[src/sv/lst_pkg.sv]
// ----------------------------------------------------------------------------
// Line splitter package
// Types, register indexes and character codes shared by the line splitter.
// ----------------------------------------------------------------------------
`default_nettype none

package lst_pkg;

  localparam int unsigned CfgIdxW = 3;

  localparam logic [CfgIdxW-1:0] CFG_FORWARD_LONG   = 3'd0;
  localparam logic [CfgIdxW-1:0] CFG_TRIM_LEADING   = 3'd1;
  localparam logic [CfgIdxW-1:0] CFG_TRIM_TRAILING  = 3'd2;
  localparam logic [CfgIdxW-1:0] CFG_DROP_COMMENT   = 3'd3;
  localparam logic [CfgIdxW-1:0] CFG_DROP_BLANK     = 3'd4;
  localparam logic [CfgIdxW-1:0] CFG_APPEND_NUL     = 3'd5;
  localparam logic [CfgIdxW-1:0] CFG_APPEND_NEWLINE = 3'd6;

  localparam logic [7:0] CHR_HASH = 8'h23;
  localparam logic [7:0] CHR_NL   = 8'h0A;
  localparam logic [7:0] CHR_NUL  = 8'h00;

  typedef struct packed {
    logic       kind;
    logic [7:0] in_byte;
  } lst_in_t;

  typedef struct packed {
    logic [7:0] out_byte;
    logic       line_last;
    logic       line_truncated;
  } lst_out_t;

  typedef struct packed {
    logic forward_long_lines;
    logic trim_leading;
    logic trim_trailing;
    logic drop_comment_lines;
    logic drop_blank_lines;
    logic append_nul;
    logic append_newline;
  } lst_cfg_t;

  typedef enum logic [1:0] {
    RD_START,
    RD_TAIL,
    RD_INDEX
  } lst_rd_sel_e;

  typedef enum logic [3:0] {
    ST_IDLE,
    ST_FIN_CHK,
    ST_LEAD_RD,
    ST_LEAD_CHK,
    ST_TRAIL_RD,
    ST_TRAIL_CHK,
    ST_HEAD_RD,
    ST_HEAD_CHK,
    ST_EMIT_RD,
    ST_EMIT_WAIT,
    ST_TERM_NL,
    ST_TERM_NUL
  } lst_state_e;

  typedef struct packed {
    logic        in_ready;
    logic        store;
    logic        clear;
    logic        latch;
    logic        lead_step;
    logic        trail_step;
    logic        emit_byte;
    logic        emit_nl;
    logic        emit_nul;
    lst_rd_sel_e rd_sel;
  } lst_cmd_t;

  typedef struct packed {
    logic     in_valid;
    logic     in_kind;
    logic     in_is_nl;
    logic     line_empty;
    logic     drop_trunc;
    logic     len_zero;
    logic     len_gt1;
    logic     idx_last;
    logic     rd_space;
    logic     rd_hash;
    logic     slot_free;
    lst_cfg_t fcfg;
  } lst_status_t;

  function automatic logic is_c_space(input logic [7:0] c);
    return (c == 8'h20) || ((c >= 8'h09) && (c <= 8'h0D));
  endfunction

endpackage

`default_nettype wire

[src/sv/text_line_splitter_trim.sv]
// ----------------------------------------------------------------------------
// Text line splitter with whitespace trim
// Splits a byte stream into lines, then trims, filters and optionally terminates each line.
// ----------------------------------------------------------------------------
// A data byte is written to the line store as it is taken, while there is
// room. A newline, or end of stream with a pending line, starts the finishing
// pass, during which no input is taken. A truncated line that is dropped ends
// at the first check. Otherwise the pass reads and checks one byte at a time
// to trim whitespace at either end, when that trim is enabled and the line is
// long enough to trim. The blank and comment checks follow, the comment check
// reading the first byte, and a dropped line ends there. A line that is kept
// reads and emits each content byte in turn, then passes through both of the
// terminator slots, whether that terminator is enabled or not, and waits out
// any output stall. These steps follow from the single read port of the line
// store, whose read data is registered.
`default_nettype none

module text_line_splitter_trim import lst_pkg::*; #(
  parameter int unsigned BUFFER_BYTES = 64
) (
  input  wire logic               clk_i,
  input  wire logic               rst_ni,
  input  wire logic               cfg_we_i,
  input  wire logic [CfgIdxW-1:0] cfg_idx_i,
  input  wire logic               cfg_wdata_i,
  input  wire logic               in_valid_i,
  output logic                    in_ready_o,
  input  wire lst_in_t            in_data_i,
  output logic                    out_valid_o,
  input  wire logic               out_ready_i,
  output lst_out_t                out_data_o
);

  lst_cmd_t    cmd;
  lst_status_t status;

  lst_ctrl u_ctrl (
    .clk_i   (clk_i),
    .rst_ni  (rst_ni),
    .status_i(status),
    .cmd_o   (cmd)
  );

  lst_dp #(
    .BUFFER_BYTES(BUFFER_BYTES)
  ) u_dp (
    .clk_i      (clk_i),
    .rst_ni     (rst_ni),
    .cfg_we_i   (cfg_we_i),
    .cfg_idx_i  (cfg_idx_i),
    .cfg_wdata_i(cfg_wdata_i),
    .in_valid_i (in_valid_i),
    .in_data_i  (in_data_i),
    .out_ready_i(out_ready_i),
    .out_valid_o(out_valid_o),
    .out_data_o (out_data_o),
    .cmd_i      (cmd),
    .status_o   (status)
  );

  assign in_ready_o = cmd.in_ready;

endmodule

`default_nettype wire

[src/sv/lst_ram.sv]
// ----------------------------------------------------------------------------
// Generic RAM
// One write port and one read port with registered read data.
// ----------------------------------------------------------------------------
`default_nettype none

module lst_ram #(
  parameter int unsigned WIDTH = 8,
  parameter int unsigned DEPTH = 64
) (
  input  wire logic                     clk_i,
  input  wire logic                     we_i,
  input  wire logic [$clog2(DEPTH)-1:0] waddr_i,
  input  wire logic [WIDTH-1:0]         wdata_i,
  input  wire logic [$clog2(DEPTH)-1:0] raddr_i,
  output logic      [WIDTH-1:0]         rdata_o
);

  logic [WIDTH-1:0] mem_q [DEPTH];
  logic [WIDTH-1:0] rdata_q;

  always_ff @(posedge clk_i) begin
    if (we_i) begin
      mem_q[waddr_i] <= wdata_i;
    end
    rdata_q <= mem_q[raddr_i];
  end

  assign rdata_o = rdata_q;

endmodule

`default_nettype wire

[src/sv/lst_ctrl.sv]
// ----------------------------------------------------------------------------
// Line splitter controller
// Sequences storing, trimming, filtering and emission of each line.
// ----------------------------------------------------------------------------
`default_nettype none

module lst_ctrl import lst_pkg::*; (
  input  wire logic        clk_i,
  input  wire logic        rst_ni,
  input  wire lst_status_t status_i,
  output lst_cmd_t         cmd_o
);

  lst_state_e state_q, state_d;

  always_ff @(posedge clk_i or negedge rst_ni) begin
    if (!rst_ni) begin
      state_q <= ST_IDLE;
    end else begin
      state_q <= state_d;
    end
  end

  always_comb begin
    state_d = state_q;
    unique case (state_q)
      ST_IDLE: begin
        if (status_i.in_valid) begin
          if (!status_i.in_kind && !status_i.in_is_nl) begin
            state_d = ST_IDLE;
          end else if (status_i.in_kind && status_i.line_empty) begin
            state_d = ST_IDLE;
          end else begin
            state_d = ST_FIN_CHK;
          end
        end
      end
      ST_FIN_CHK: begin
        state_d = status_i.drop_trunc ? ST_IDLE : ST_LEAD_RD;
      end
      ST_LEAD_RD: begin
        if (status_i.fcfg.trim_leading && !status_i.len_zero) begin
          state_d = ST_LEAD_CHK;
        end else begin
          state_d = ST_TRAIL_RD;
        end
      end
      ST_LEAD_CHK: begin
        state_d = status_i.rd_space ? ST_LEAD_RD : ST_TRAIL_RD;
      end
      ST_TRAIL_RD: begin
        if (status_i.fcfg.trim_trailing && status_i.len_gt1) begin
          state_d = ST_TRAIL_CHK;
        end else begin
          state_d = ST_HEAD_RD;
        end
      end
      ST_TRAIL_CHK: begin
        state_d = status_i.rd_space ? ST_TRAIL_RD : ST_HEAD_RD;
      end
      ST_HEAD_RD: begin
        if (status_i.len_zero) begin
          state_d = status_i.fcfg.drop_blank_lines ? ST_IDLE : ST_TERM_NL;
        end else begin
          state_d = ST_HEAD_CHK;
        end
      end
      ST_HEAD_CHK: begin
        if (status_i.fcfg.drop_comment_lines && status_i.rd_hash) begin
          state_d = ST_IDLE;
        end else begin
          state_d = ST_EMIT_RD;
        end
      end
      ST_EMIT_RD: begin
        state_d = ST_EMIT_WAIT;
      end
      ST_EMIT_WAIT: begin
        if (status_i.slot_free) begin
          state_d = status_i.idx_last ? ST_TERM_NL : ST_EMIT_RD;
        end
      end
      ST_TERM_NL: begin
        if (!status_i.fcfg.append_newline || status_i.slot_free) begin
          state_d = ST_TERM_NUL;
        end
      end
      ST_TERM_NUL: begin
        if (!status_i.fcfg.append_nul || status_i.slot_free) begin
          state_d = ST_IDLE;
        end
      end
      default: begin
        state_d = ST_IDLE;
      end
    endcase
  end

  always_comb begin
    cmd_o.in_ready   = 1'b0;
    cmd_o.store      = 1'b0;
    cmd_o.clear      = 1'b0;
    cmd_o.latch      = 1'b0;
    cmd_o.lead_step  = 1'b0;
    cmd_o.trail_step = 1'b0;
    cmd_o.emit_byte  = 1'b0;
    cmd_o.emit_nl    = 1'b0;
    cmd_o.emit_nul   = 1'b0;
    cmd_o.rd_sel     = RD_START;
    unique case (state_q)
      ST_IDLE: begin
        cmd_o.in_ready = 1'b1;
        if (status_i.in_valid) begin
          if (!status_i.in_kind && !status_i.in_is_nl) begin
            cmd_o.store = 1'b1;
          end else if (status_i.in_kind && status_i.line_empty) begin
            cmd_o.clear = 1'b1;
          end else begin
            cmd_o.latch = 1'b1;
          end
        end
      end
      ST_LEAD_CHK: begin
        cmd_o.lead_step = status_i.rd_space;
      end
      ST_TRAIL_RD: begin
        cmd_o.rd_sel = RD_TAIL;
      end
      ST_TRAIL_CHK: begin
        cmd_o.rd_sel     = RD_TAIL;
        cmd_o.trail_step = status_i.rd_space;
      end
      ST_EMIT_RD: begin
        cmd_o.rd_sel = RD_INDEX;
      end
      ST_EMIT_WAIT: begin
        cmd_o.rd_sel    = RD_INDEX;
        cmd_o.emit_byte = status_i.slot_free;
      end
      ST_TERM_NL: begin
        cmd_o.emit_nl = status_i.fcfg.append_newline && status_i.slot_free;
      end
      ST_TERM_NUL: begin
        cmd_o.emit_nul = status_i.fcfg.append_nul && status_i.slot_free;
      end
      default: begin
        cmd_o.rd_sel = RD_START;
      end
    endcase
  end

endmodule

`default_nettype wire

[src/sv/lst_dp.sv]
// ----------------------------------------------------------------------------
// Line splitter datapath
// Configuration, line store, trim pointers and the output register.
// ----------------------------------------------------------------------------
`default_nettype none

module lst_dp import lst_pkg::*; #(
  parameter int unsigned BUFFER_BYTES = 64
) (
  input  wire logic               clk_i,
  input  wire logic               rst_ni,
  input  wire logic               cfg_we_i,
  input  wire logic [CfgIdxW-1:0] cfg_idx_i,
  input  wire logic               cfg_wdata_i,
  input  wire logic               in_valid_i,
  input  wire lst_in_t            in_data_i,
  input  wire logic               out_ready_i,
  output logic                    out_valid_o,
  output lst_out_t                out_data_o,
  input  wire lst_cmd_t           cmd_i,
  output lst_status_t             status_o
);

  localparam int unsigned LW = $clog2(BUFFER_BYTES + 1);
  localparam int unsigned AW = $clog2(BUFFER_BYTES);
  localparam logic [LW-1:0] Depth = LW'(BUFFER_BYTES);
  localparam logic [LW-1:0] One   = LW'(1);

  lst_cfg_t      cfg_q, fcfg_q;
  logic [LW-1:0] len_q, flen_q, start_q, idx_q;
  logic          ovf_q, trunc_q;
  logic          out_valid_q;
  lst_out_t      out_q;

  logic [LW-1:0] cap;
  logic          room;
  logic          we;
  logic [LW-1:0] rd_full;
  logic [AW-1:0] raddr;
  logic [7:0]    rdata;
  logic          slot_free;

  assign cap  = Depth - LW'(cfg_q.append_nul) - LW'(cfg_q.append_newline);
  assign room = (len_q < cap) && (len_q < Depth);
  assign we   = cmd_i.store && room;

  always_comb begin
    unique case (cmd_i.rd_sel)
      RD_START: rd_full = start_q;
      RD_TAIL:  rd_full = start_q + flen_q - One;
      RD_INDEX: rd_full = start_q + idx_q;
      default:  rd_full = start_q;
    endcase
  end

  assign raddr = rd_full[AW-1:0];

  lst_ram #(
    .WIDTH(8),
    .DEPTH(BUFFER_BYTES)
  ) u_ram (
    .clk_i  (clk_i),
    .we_i   (we),
    .waddr_i(len_q[AW-1:0]),
    .wdata_i(in_data_i.in_byte),
    .raddr_i(raddr),
    .rdata_o(rdata)
  );

  always_ff @(posedge clk_i or negedge rst_ni) begin
    if (!rst_ni) begin
      cfg_q <= '{forward_long_lines: 1'b0, trim_leading: 1'b1, trim_trailing: 1'b1,
                 drop_comment_lines: 1'b1, drop_blank_lines: 1'b1, append_nul: 1'b1,
                 append_newline: 1'b0};
    end else if (cfg_we_i) begin
      unique case (cfg_idx_i)
        CFG_FORWARD_LONG:   cfg_q.forward_long_lines <= cfg_wdata_i;
        CFG_TRIM_LEADING:   cfg_q.trim_leading       <= cfg_wdata_i;
        CFG_TRIM_TRAILING:  cfg_q.trim_trailing      <= cfg_wdata_i;
        CFG_DROP_COMMENT:   cfg_q.drop_comment_lines <= cfg_wdata_i;
        CFG_DROP_BLANK:     cfg_q.drop_blank_lines   <= cfg_wdata_i;
        CFG_APPEND_NUL:     cfg_q.append_nul         <= cfg_wdata_i;
        CFG_APPEND_NEWLINE: cfg_q.append_newline     <= cfg_wdata_i;
        default:            cfg_q                    <= cfg_q;
      endcase
    end
  end

  always_ff @(posedge clk_i or negedge rst_ni) begin
    if (!rst_ni) begin
      len_q <= '0;
      ovf_q <= 1'b0;
    end else if (cmd_i.clear || cmd_i.latch) begin
      len_q <= '0;
      ovf_q <= 1'b0;
    end else if (cmd_i.store) begin
      if (room) begin
        len_q <= len_q + One;
      end else begin
        ovf_q <= 1'b1;
      end
    end
  end

  // The line's length, truncation flag and config are latched at its end, so the fill state is free again at once.
  always_ff @(posedge clk_i) begin
    if (cmd_i.latch) begin
      fcfg_q  <= cfg_q;
      flen_q  <= (len_q > cap) ? cap : len_q;
      trunc_q <= ovf_q || (len_q > cap);
      start_q <= '0;
      idx_q   <= '0;
    end else begin
      if (cmd_i.lead_step) begin
        start_q <= start_q + One;
      end
      if (cmd_i.lead_step || cmd_i.trail_step) begin
        flen_q <= flen_q - One;
      end
      if (cmd_i.emit_byte) begin
        idx_q <= idx_q + One;
      end
    end
  end

  assign slot_free = !out_valid_q || out_ready_i;

  always_ff @(posedge clk_i or negedge rst_ni) begin
    if (!rst_ni) begin
      out_valid_q <= 1'b0;
    end else if (cmd_i.emit_byte || cmd_i.emit_nl || cmd_i.emit_nul) begin
      out_valid_q <= 1'b1;
    end else if (out_ready_i) begin
      out_valid_q <= 1'b0;
    end
  end

  always_ff @(posedge clk_i) begin
    if (cmd_i.emit_byte) begin
      out_q.out_byte       <= rdata;
      out_q.line_last      <= status_o.idx_last && !fcfg_q.append_newline &&
                              !fcfg_q.append_nul;
      out_q.line_truncated <= trunc_q;
    end else if (cmd_i.emit_nl) begin
      out_q.out_byte       <= CHR_NL;
      out_q.line_last      <= !fcfg_q.append_nul;
      out_q.line_truncated <= trunc_q;
    end else if (cmd_i.emit_nul) begin
      out_q.out_byte       <= CHR_NUL;
      out_q.line_last      <= 1'b1;
      out_q.line_truncated <= trunc_q;
    end
  end

  assign out_valid_o = out_valid_q;
  assign out_data_o  = out_q;

  always_comb begin
    status_o.in_valid   = in_valid_i;
    status_o.in_kind    = in_data_i.kind;
    status_o.in_is_nl   = (in_data_i.in_byte == CHR_NL);
    status_o.line_empty = (len_q == '0);
    status_o.drop_trunc = trunc_q && !fcfg_q.forward_long_lines;
    status_o.len_zero   = (flen_q == '0);
    status_o.len_gt1    = (flen_q > One);
    status_o.idx_last   = (idx_q == flen_q - One);
    status_o.rd_space   = is_c_space(rdata);
    status_o.rd_hash    = (rdata == CHR_HASH);
    status_o.slot_free  = slot_free;
    status_o.fcfg       = fcfg_q;
  end

endmodule

`default_nettype wire

[config.mk]
export PLATFORM = sky130hd
export DESIGN_NAME = text_line_splitter_trim
export DESIGN_NICKNAME = d
export VERILOG_FILES = /design/src/sv/lst_pkg.sv /design/src/sv/text_line_splitter_trim.sv /design/src/sv/lst_ram.sv /design/src/sv/lst_ctrl.sv /design/src/sv/lst_dp.sv
export SDC_FILE = /design/constraint.sdc
export NUM_CORES = 1
export LEC_CHECK = 0
export BUFFER_PORTS_ARGS = -buffer_cell sky130_fd_sc_hd__buf_2
export CORE_UTILIZATION = 40
export CTS_CLUSTER_SIZE = 24
export DETAILED_ROUTE_END_ITERATION = 8
export PLACE_DENSITY_LB_ADDON = 0.15
export SLEW_MARGIN = 20
export SYNTH_ARGS = -nofsm -noshare
export SYNTH_HDL_FRONTEND = slang
export SYNTH_HIERARCHICAL = 1
export SYNTH_SLANG_ARGS = --single-unit
[constraint.sdc]
create_clock -name clk_i -period 4.9 [get_ports clk_i]
set_input_delay 0.735 -clock clk_i [delete_from_list [all_inputs] [get_ports clk_i]]
set_output_delay 0.735 -clock clk_i [all_outputs]
set_load 0.01 [all_outputs]
==> impl_metrics.toml <==
[timing]
fin_skew_ns = 0.02789
max_freq_ghz = 0.2311
worst_slew_pin_slew_ns = 0.9361
period_share_pct = 88.31
hold_viol = 0
tns_ns = 0
fin_hold_ws_ns = 0.07369
drv_slew = 0
setup_viol = 0
fin_crit_ns = 4.327
relSlewSlack_pct = 37.37
rsz0062_at_grt = "false"

[finish]
diodes = 0
most-common-layout-cells = "537 x edfxtp_1, 127 x nor2_1, 126 x mux4_2, 83 x buf_4, 61 x clkbuf_16"
layoutNonFillerInstCount = 2289
final_common_cell = "edfxtp_1"
final_layout_size_suffix_gt1_share_pct = 24.47
nets = 1519
area_growth_pct = 14.20

[route]
vias = 12592
via_per_inst = 5.501
drtPass1Iterations = 9
drc = 5
drtAntennaViolNets = 0
routedWlPerCell_um = 25.03
first_iter_violations = 1013
wl_um = 57310

[synth]
syn_area_per_cell_sq_um = 17.77
synth-edff-count = 537
ys_ff_latch = 578
synthesis.area_sq_um = 24080
synth.yosys.seq_area_share_pct = 70.82
syn_inst = 1355
yosysWarningCount = 6
synth-main-ff-cell = "edfxtp_1"
ys_types = 75
syn-num-nets = 1406
async_flop_share_pct = 3.460

[run_status]
status = "finished, violations left"
violations = "DRC"

[critical_path]
r2r_start = "u_dp/start_q[1]"
cp_max_fo = 23
crit_type = "reg2reg"
rrSetupSlack_ns = 0.57
end_kind = "flop"
arrival_ns = 4.85
timing.rr.end = "u_dp/u_ram/rdata_o[1]"
cp_data_required_time_ns = 5.42
critPathLaunchType = "flop"
r2r_cells = 14

[hold_path]
hp-class = "in2async"

[placement]
gp_congestion = 0.8146
io_buffers = 29
place_inst = 2179
dp_hpwl_um = 36320

[cts]
cts_sinks = 578
clock_latency_ns = 0.64
cts_tree = "done"
h-tree-depth = 2
hold_buffers = 0
cts_resized = 0
clockRootBuffer = "clkbuf_16"
numCtsBuffers = 60
cts_setup_buffers = 0
clkTransAtPathRegs_ns = 0.06
clock_path_buffers = 3

[grt]
grt_pass1_wl_um = 85650
grt_max_degree = 65
grt_overflow = 0
grt_pass1_vias = 12749
track_usage_pct = 19.33
antenna_found_initial = 2

[power]
cellLeakagePower_nw = 9.027
ir_worst_vdd_mv = 0.5210
power_mw = 18.14
p_per_area_nw_per_um2 = 659.6

[floorplan]
die_w_um = 247.3
top_level_ports = 30
die_area_sq_um = 61180
die_h_um = 247.3
start_util_pct = 40.64
rows = 89
coreArea_sq_um = 59240

[flow_run]
maxCapViolCount = 0
registers in the layout (all words and copies together) (netlist names), 4 cells and up:
name and count:
u_dp/cfg_q 7, u_dp/flen_q 7, u_dp/u_ram/mem_q 512, u_dp/start_q 6
u_ctrl/state_q 4, u_dp/len_q 7, u_dp/status_o 7, u_dp/u_ram/rdata_o 8
u_dp/out_data_o 10, u_dp/idx_q 7
per-stage QoR:
stage / setup slack [ns] / utilization, % / area [sq um]
floorplan: 1.463 / - / 24080
finish: 0.5730 / 46.41 / 27500
global placement: 0.5791 / 43.20 / 25590
global route: 0.3543 / 46.41 / 27500
detailed placement: 0.5456 / 43.20 / 25590
CTS: 0.5443 / 46.41 / 27500
Yosys cell counts (4+ instances only):
| cell | count | share of area [%] |
|---|---|---|
| a211oi_1 | 5 | 0.16 |
| a21o_1 | 6 | 0.19 |
| a21oi_1 | 23 | 0.48 |
| a221oi_1 | 12 | 0.44 |
| a31oi_1 | 7 | 0.18 |
| and2_1 | 8 | 0.21 |
| buf_1 | 5 | 0.078 |
| buf_2 | 13 | 0.27 |
| buf_4 | 17 | 0.53 |
| buf_6 | 5 | 0.23 |
| clkbuf_1 | 25 | 0.39 |
| dfrtp_1 | 15 | 1.6 |
| dfstp_2 | 5 | 0.55 |
| dfxtp_1 | 21 | 1.7 |
| edfxtp_1 | 537 | 67 |
| ha_1 | 31 | 1.6 |
| inv_1 | 34 | 0.53 |
| mux2_2 | 18 | 0.84 |
| mux2i_1 | 31 | 1.3 |
| mux4_2 | 126 | 12 |
| nand2_1 | 51 | 0.80 |
| nand2b_1 | 16 | 0.42 |
| nand3_1 | 20 | 0.42 |
| nand3b_1 | 5 | 0.16 |
| nand4_1 | 8 | 0.21 |
| nor2_1 | 128 | 2.0 |
| nor2b_1 | 19 | 0.49 |
| nor3_1 | 15 | 0.31 |
| nor3b_1 | 8 | 0.25 |
| nor4_1 | 4 | 0.10 |
| o2111ai_1 | 5 | 0.18 |
| o21ai_0 | 14 | 0.29 |
| o221ai_1 | 9 | 0.33 |
| o22ai_1 | 13 | 0.34 |
| or3_1 | 8 | 0.21 |
| xnor2_1 | 23 | 0.84 |
| xor2_1 | 8 | 0.29 |
cell families after synthesis:
family                     after synthesis  share of synthesized area [%]
AOI/OAI and AO/OA                      126                          3.778
xor gates and xnor gates                32                          1.221
adders and majority gates               33                          1.777
buffers and inverters                  102                          2.214
DFF                                    578                          70.82
muxes                                  176                          13.98
and+or+nand+nor                        308                          6.210
final cells by class:
class	count	area, sq um
clock buffers	81	1642
clock inverters	29	264.0
fillers	5039	31750
inverters	35	131.4
multi-input cells	675	6551
flip-flops and latches	578	17050
well taps	773	967.2
repair buffers	118	888.4
worst max-delay path, cell delays in order (launching register included):
cell and delay (ns):
dfxtp_1 0.45, inv_1 0.14, ha_1 0.30, inv_1 0.04, ha_1 0.21, fa_1 0.40
xor2_1 0.17, a221oi_1 0.13, a21oi_4 0.72, buf_4 0.44, mux4_2 0.38, mux2i_1 0.17
o2111ai_1 0.33, nand2_1 0.25, o2bb2ai_1 0.08
worst max path at each step:
stage	start	end	slack (ns)	depth (start not counted)
floorplan	u_ctrl/state_q[3]	u_dp/u_ram/rdata_o[3]	1.46	13
global placement	u_dp/start_q[1]	u_dp/u_ram/rdata_o[1]	0.58	14
detailed placement	u_dp/start_q[1]	u_dp/u_ram/rdata_o[1]	0.55	14
CTS	u_dp/start_q[1]	u_dp/u_ram/rdata_o[1]	0.54	14
global route	u_ctrl/state_q[2]	u_dp/u_ram/rdata_o[1]	0.35	12
finish	u_dp/start_q[1]	u_dp/u_ram/rdata_o[1]	0.57	14
report_power, final:
group,switching [mW],leakage (nW),internal (mW)
logic,4.31,2.85,3.60
registers,0.232,5.25,5.57
clock network,1.88,0.928,2.55
layer usage:
layer / routed length [um] / GRT usage [%] / share of wire (%)
met2: 27560 / 31.00 / 48
met5: 0 / 0 / 0
met4: 1464 / 6.189 / 2.6
met1: 25270 / 27.08 / 44
met3: 3008 / 3.028 / 5.2
No activity file was read; power rests on OpenSTA's default activity.
